<file path="config.mk">
export PLATFORM = sky130hd
export DESIGN_NAME = min_tracking_stack_core
export DESIGN_NICKNAME = d
export VERILOG_FILES = /design/src/rtl/mts_pkg.sv /design/src/rtl/mts_cell.sv /design/src/rtl/mts_out_buf.sv /design/src/rtl/min_tracking_stack_core.sv
export SDC_FILE = /design/constraint.sdc
export NUM_CORES = 2
export LEC_CHECK = 0
export ABC_AREA = 1
export BUFFER_PORTS_ARGS = -buffer_cell sky130_fd_sc_hd__buf_4
export CORE_MARGIN = 4
export CORE_UTILIZATION = 60
export CTS_CLUSTER_DIAMETER = 120
export DETAILED_ROUTE_END_ITERATION = 8
export PLACE_DENSITY = 0.76
export SETUP_SLACK_MARGIN = 0.3
export SYNTH_ARGS = -nofsm -noshare
export SYNTH_HDL_FRONTEND = slang
export SYNTH_SLANG_ARGS = --single-unit
</file>
<file path="constraint.sdc">
create_clock -name clk -period 119.3 [get_ports clk]
set_input_delay 17.895 -clock clk [delete_from_list [all_inputs] [get_ports clk]]
set_output_delay 17.895 -clock clk [all_outputs]
set_load 0.03 [all_outputs]
</file>
<file path="src/rtl/mts_pkg.sv">
// Shared types and constants for the min-tracking stack.
// Holds the item structs, the operation and error codes, and the cell control struct.
// Depends on nothing.
`default_nettype none

package mts_pkg;

	localparam int DATA_W = 32;
	localparam int DIFF_W = DATA_W + 1;
	localparam int FILL_W = 7;

	typedef enum logic {
		OP_PUSH = 1'b0,
		OP_POP  = 1'b1
	} op_t;

	typedef enum logic [1:0] {
		ERR_NONE  = 2'd0,
		ERR_FULL  = 2'd1,
		ERR_EMPTY = 2'd2
	} err_t;

	typedef struct packed {
		op_t                      op;
		logic signed [DATA_W-1:0] push_value;
	} cmd_t;

	typedef struct packed {
		logic signed [DATA_W-1:0] top_value;
		logic signed [DATA_W-1:0] min_value;
		logic                     is_empty;
		logic [FILL_W-1:0]        fill_count;
		err_t                     error;
	} rsp_t;

	typedef struct packed {
		logic push;
		logic pop;
	} cell_ctl_t;

endpackage

`default_nettype wire

</file>
<file path="src/rtl/mts_cell.sv">
// One stack cell: holds the stored difference of one stack level.
// Takes the neighbor above on a push and the neighbor below on a pop.
// Depends on mts_pkg.
`default_nettype none

module mts_cell #(
	parameter int W = 33
) (
	input  logic              clk,
	input  mts_pkg::cell_ctl_t ctl,
	input  logic [W-1:0]      from_above,
	input  logic [W-1:0]      from_below,
	output logic [W-1:0]      diff
);
	import mts_pkg::*;

	logic [W-1:0] diff_q;

	always_ff @(posedge clk) begin
		if (ctl.push) begin
			diff_q <= from_above;
		end else if (ctl.pop) begin
			diff_q <= from_below;
		end
	end

	assign diff = diff_q;

endmodule

`default_nettype wire

</file>
<file path="src/rtl/mts_out_buf.sv">
// Two-entry result buffer that decouples the stack from the result channel.
// An output register plus a skid register; the block stalls only when both are full.
// Depends on mts_pkg.
`default_nettype none

module mts_out_buf (
	input  logic          clk,
	input  logic          arst_n,
	input  logic          wr,
	input  mts_pkg::rsp_t wr_item,
	output logic          full,
	output logic          rd_valid,
	input  logic          rd_stall,
	output mts_pkg::rsp_t rd_item
);
	import mts_pkg::*;

	logic main_v_q, skid_v_q;
	rsp_t main_q, skid_q;
	logic take;
	logic main_v_mid, skid_v_mid;
	logic main_v_d, skid_v_d;
	logic load_main_from_skid, load_main_from_wr, load_skid_from_wr;

	assign take = main_v_q && !rd_stall;

	always_comb begin
		load_main_from_skid = take && skid_v_q;
		main_v_mid = take ? skid_v_q : main_v_q;
		skid_v_mid = take ? 1'b0 : skid_v_q;
		load_main_from_wr = wr && !main_v_mid;
		load_skid_from_wr = wr && main_v_mid;
		main_v_d = main_v_mid || wr;
		skid_v_d = skid_v_mid || load_skid_from_wr;
	end

	always_ff @(posedge clk or negedge arst_n) begin
		if (!arst_n) begin
			main_v_q <= 1'b0;
			skid_v_q <= 1'b0;
		end else begin
			main_v_q <= main_v_d;
			skid_v_q <= skid_v_d;
		end
	end

	always_ff @(posedge clk) begin
		if (load_main_from_wr) begin
			main_q <= wr_item;
		end else if (load_main_from_skid) begin
			main_q <= skid_q;
		end
		if (load_skid_from_wr) begin
			skid_q <= wr_item;
		end
	end

	assign full = skid_v_q;
	assign rd_valid = main_v_q;
	assign rd_item = main_q;

endmodule

`default_nettype wire

</file>
<file path="src/rtl/min_tracking_stack_core.sv">
// Top level of the min-tracking stack: control, minimum tracking and the cell chain.
// Depends on mts_pkg, mts_cell and mts_out_buf.
`default_nettype none

// The block is a signed stack of DEPTH entries that reports its top value and its
// minimum after every push or pop. Each command item yields exactly one result item,
// and one command is taken every clock cycle while the two-entry result buffer has room.
// The stack lives in a chain of DEPTH cells that all shift down on a push and up on a
// pop, so each level is a register with a two-way mux and the rate is one item per
// cycle while the buffer has room. Each cell stores the difference between its value
// and the minimum in force when it was pushed; a negative difference marks an entry
// that lowered the minimum. A push on a full stack and a pop on an empty one change
// nothing and are flagged in the error field. The fill count is reported in seven bits.
module min_tracking_stack_core #(
	parameter int DEPTH = 64
) (
	input  logic          clk,
	input  logic          arst_n,
	input  logic          cmd_valid,
	output logic          cmd_stall,
	input  mts_pkg::cmd_t cmd,
	output logic          rsp_valid,
	input  logic          rsp_stall,
	output mts_pkg::rsp_t rsp
);
	import mts_pkg::*;

	localparam int CNT_W = $clog2(DEPTH + 1);

	logic [CNT_W-1:0]  count_q, count_d;
	logic [DATA_W-1:0] min_q, min_d;
	logic [DATA_W-1:0] top_q, top_d;
	logic [DIFF_W-1:0] diff_w [DEPTH+1];
	logic [DIFF_W-1:0] push_diff;
	logic              accept, is_full, is_empty_now;
	cell_ctl_t         ctl;
	rsp_t              rsp_d;

	logic [DATA_W-1:0] push_n, push_base;
	logic [DIFF_W-1:0] pop_min_ext;
	logic [DIFF_W-1:0] pop_top_ext;
	logic              buf_full;

	assign accept = cmd_valid && !cmd_stall;
	assign cmd_stall = buf_full;
	assign is_full = (count_q == CNT_W'(DEPTH));
	assign is_empty_now = (count_q == '0);
	assign diff_w[DEPTH] = '0;

	always_comb begin
		push_n = cmd.push_value;
		push_base = is_empty_now ? push_n : min_q;
		push_diff = {push_n[DATA_W-1], push_n} - {push_base[DATA_W-1], push_base};
		pop_min_ext = diff_w[0][DIFF_W-1] ? ({min_q[DATA_W-1], min_q} - diff_w[0])
		                                  : {min_q[DATA_W-1], min_q};
		pop_top_ext = pop_min_ext + diff_w[1];

		ctl = '0;
		count_d = count_q;
		min_d = min_q;
		top_d = top_q;
		rsp_d.error = ERR_NONE;

		if (cmd.op == OP_PUSH) begin
			if (is_full) begin
				rsp_d.error = ERR_FULL;
			end else begin
				ctl.push = accept;
				count_d = count_q + CNT_W'(1);
				min_d = push_diff[DIFF_W-1] ? push_n : push_base;
				top_d = push_n;
			end
		end else begin
			if (is_empty_now) begin
				rsp_d.error = ERR_EMPTY;
			end else begin
				ctl.pop = accept;
				count_d = count_q - CNT_W'(1);
				min_d = pop_min_ext[DATA_W-1:0];
				top_d = diff_w[1][DIFF_W-1] ? pop_min_ext[DATA_W-1:0]
				                            : pop_top_ext[DATA_W-1:0];
			end
		end

		rsp_d.is_empty = (count_d == '0);
		rsp_d.fill_count = FILL_W'(count_d);
		rsp_d.top_value = rsp_d.is_empty ? '0 : top_d;
		rsp_d.min_value = rsp_d.is_empty ? '0 : min_d;
	end

	always_ff @(posedge clk or negedge arst_n) begin
		if (!arst_n) begin
			count_q <= '0;
			min_q <= '0;
			top_q <= '0;
		end else if (accept) begin
			count_q <= count_d;
			min_q <= min_d;
			top_q <= top_d;
		end
	end

	for (genvar i = 0; i < DEPTH; i++) begin : g_cell
		if (i == 0) begin : g_first
			mts_cell #(.W(DIFF_W)) u_cell (
				.clk        (clk),
				.ctl        (ctl),
				.from_above (push_diff),
				.from_below (diff_w[1]),
				.diff       (diff_w[0])
			);
		end else begin : g_rest
			mts_cell #(.W(DIFF_W)) u_cell (
				.clk        (clk),
				.ctl        (ctl),
				.from_above (diff_w[i-1]),
				.from_below (diff_w[i+1]),
				.diff       (diff_w[i])
			);
		end
	end

	mts_out_buf u_out_buf (
		.clk      (clk),
		.arst_n   (arst_n),
		.wr       (accept),
		.wr_item  (rsp_d),
		.full     (buf_full),
		.rd_valid (rsp_valid),
		.rd_stall (rsp_stall),
		.rd_item  (rsp)
	);

endmodule

`default_nettype wire

</file>
==> results.md <==
- Final worst setup slack: 93980 ps
- Most area-hungry cell type in the Yosys netlist: edfxtp_1
- Unrepaired setup endpoints after global routing: false
- Max FO, Critical Path: 191
- Via count: 71275
- Clock tree buffer depth: 3
- Final hold vios: 0
- Top cell by count, worst path: buf_4
- Period utilization: 21.23%
- Syn avg cell area: 10.10 µm²
- Maxcap violations: 0
- Initial DRC count: 9206
- CTS resizes: 0
- Post-CTS Hold Buffers: 0
- CP startpoint kind: input pin
- # H-tree levels: 4
- Hold Crit Start: top_q[30]
- Root Buffer: clkbuf_16
- Pwr Density: 23.90 nW/µm²
- Clk sinks: 2333
- Yosys reg bits: 2333
- Worst path required time: 119780 ps
- Io pins: 113
- Initial Util: 60.42%
- Critical path class: in -> reg
- Footprint of the multi-input gates: 28220 µm²
- Die H: 426.6 µm
- Max-slew violations: 0
- R2r startpoint: count_q[0]
- Cells on worst reg2reg path: 17
- Synth Instances: 10408
- HPWL Detailed: 143800 µm
- Worst-path clk slew: 60 ps
- Layout area overhead: 8.631%
- Core Util, Final: 65.64%
- Core Rows: 153
- R2R setup slack: 109600 ps
- Ant diodes: 0
- TritonCTS Buffers: 222
- CP endpoint kind: flop
- WHS: 485.2 ps
- Max VDD drop: 0.01672 mV
- Crit-path cells: buf_4 > inv_1 > nand2_2 > nand2_4 > inv_1 > nor2_4 > buf_4 > buf_4 > buf_4 > buf_12 > buf_4 > buf_12 > buf_4
- Total grt overflow: 0
- YS warnings: 0
- Top cell type's share of synthesized area: 64.55%
- Top cells by area, synth: edfxtp_1, nand2_1, o21ai_0
- Proportion of layout cells with a drive suffix above 1: 4.884%
- Slew @ Worst Pin: 1349 ps
- Post-synth EDFFs: 2260
- Tot Pwr: 2.730 mW
- Die area: 182000 µm²
- Via density: 5.574
- Fin Setup TNS: 0 ps
- Sequential standard cell area: 69690 µm²
- GRT Total Usage: 24.36%
- Main synth FF type: edfxtp_1
- TritonCTS clock tree: yes
- Gp weighted congestion: 0.9253
- Sequential fraction of the synthesis area: 66.28%
- RR Endpoint: g_cell[9].g_rest.u_cell.diff[21]
- Hold depth: 2
- Layout Nets: 10410
- Async set-reset flop share out of synthesis: 3.129%
- Post-synth net total: 10547
- Outcome: finished clean
- Vias in the first global route: 67204
- Unique masters post-synth: 50
- Relative slew slack: 10.04%
- Core box area: 174000 µm²
- Initial antenna violation count: 0
- Arr. time, crit path: 25800 ps
- Clk_skew: 59.52 ps
- Fill count: 13013
- Setup Buffers After CTS: 0
- Initial DRT Pass Iterations: 9
- Pleak: 45.84 nW
- Final wirelength: 224600 µm
- Worst hold-check path type: reg -> reg
- Setup Viol. Count Final: 0
- Fmax: 39.49 MHz
- Largest net degree at the start of global routing: 303
- Clk Latency, worst-skew pair: 880 ps
- Drt drc: 0
- Max stage delay on crit path: 960 ps
- Die Width: 426.6 µm
- First-pass GRT wire length: 358800 µm
- CP max-delay cell: buf_4
- Final ANT Viol Nets: 0
- Pre-CTS setup slack: 93250 ps
- Hold EP: top_q[30]
- Wirelength per Cell: 17.56 µm
- Post-Synthesis Cell Area: 105100 µm²
- I/O Buffers: 112
- Post-layout minimum cycle time: 25320 ps
## cell usage after synthesis, types with 3 or more instances
library cell	n
buf_1	26
buf_4	5
o21bai_1	13
nor4_1	4
o21ai_0	2157
buf_6	4
or2_2	8
a21boi_0	3
nor3_1	15
nand3_1	214
fa_1	3
xnor2_1	13
clkbuf_1	342
nor2_1	255
and2_1	4
o211ai_1	16
o21ai_1	11
edfxtp_1	2260
a21oi_1	141
dfrtp_1	73
o2111ai_1	3
o22ai_1	21
ha_1	99
nand2_2	3
xor2_1	27
nand3b_1	8
nand4_1	30
a22oi_1	10
nand2_1	3104
inv_2	6
inv_1	1319
buf_2	164
o21a_1	9
o221ai_1	7
a21o_1	11
## critical path, delay by kind of cell
| kind | cells | cell delay (ps) |
|---|---|---|
| simple gates | 3 | 1050 |
| buf+inv | 10 | 6150 |
## per-layer routing
metal | share of wire, % | global-route usage, % | up-vias
li1 | - | - | 34622
met1 | 46 | 37.37 | 34216
met2 | 46 | 37.34 | 2160
met3 | 6.3 | 3.360 | 277
met4 | 1.9 | 5.728 | 0
met5 | 0 | 0 | -
## layout make-up
cell class	instances	area share (%)
clock buffer	287	5.105
clock inverter	129	0.9925
inverter	1325	4.361
multi-input combinational	6209	24.71
sequential	2333	61.02
tap	2325	2.547
timing repair buffer	180	1.271
## where the power goes
part | total (mW) | internal, mW | switching, mW
Clock | 0.678 | 0.372 | 0.306
Sequential | 1.26 | 1.18 | 0.0810
Combinational | 0.787 | 0.216 | 0.570
Total | 2.73 | 1.77 | 0.957
## registers in the layout, summed over array words and instances, names as in the netlist
register	cells
top_q	32
u_out_buf.full	1
g_cell.g_rest.u_cell.diff	2079
u_out_buf.skid_q	74
u_out_buf.rd_item	74
min_q	32
count_q	7
g_cell.g_first.u_cell.diff	33
u_out_buf.rd_valid	1
## metrics by stage
stage | instances | area, µm²
floorplan | 10408 | 105100
global placement | 12372 | 107300
detailed placement | 12372 | 107300
CTS | 12788 | 114200
global route | 12788 | 114200
finish | 12788 | 114200
## worst max-delay path by stage
stage	from	endpoint	slack, ps	cells past startpoint
4_1_cts	cmd[32]	g_cell[11].g_rest.u_cell.diff[4]	94150	13
6_report	cmd[32]	g_cell[9].g_rest.u_cell.diff[21]	93980	13
3_5_place_dp	cmd[32]	g_cell[12].g_rest.u_cell.diff[10]	93250	13
2_1_floorplan	cmd[32]	g_cell[0].g_first.u_cell.diff[0]	8610	7
3_3_place_gp	cmd[32]	g_cell[10].g_rest.u_cell.diff[4]	93400	13
5_1_grt	cmd[32]	g_cell[12].g_rest.u_cell.diff[4]	93560	13
## cell families (layout without fill, tap and decap cells)
family,Yosys count,count (layout),synth area share (%)
simple gates,3654,3654,13.52
compound gates,2412,2412,11.72
flops,2333,2333,66.28
buf+inv,1866,1921,6.903
fa+ha+maj,102,102,1.235
xor+xnor,40,40,0.3332
mux,1,1,0.01071
## placed cells by master, fill, tap and decap left out, types with 58 or more instances in the layout
cell,synthesis,final
a21oi_1,141,141
buf_4,5,172
clkbuf_1,342,63
clkbuf_16,0,223
clkinv_1,0,58
dfrtp_1,73,73
edfxtp_1,2260,2260
ha_1,99,99
inv_1,1319,1316
nand2_1,3104,3102
nand3_1,214,214
nor2_1,255,252
o21ai_0,2157,2157
No activity file was read; power rests on OpenSTA's default activity.
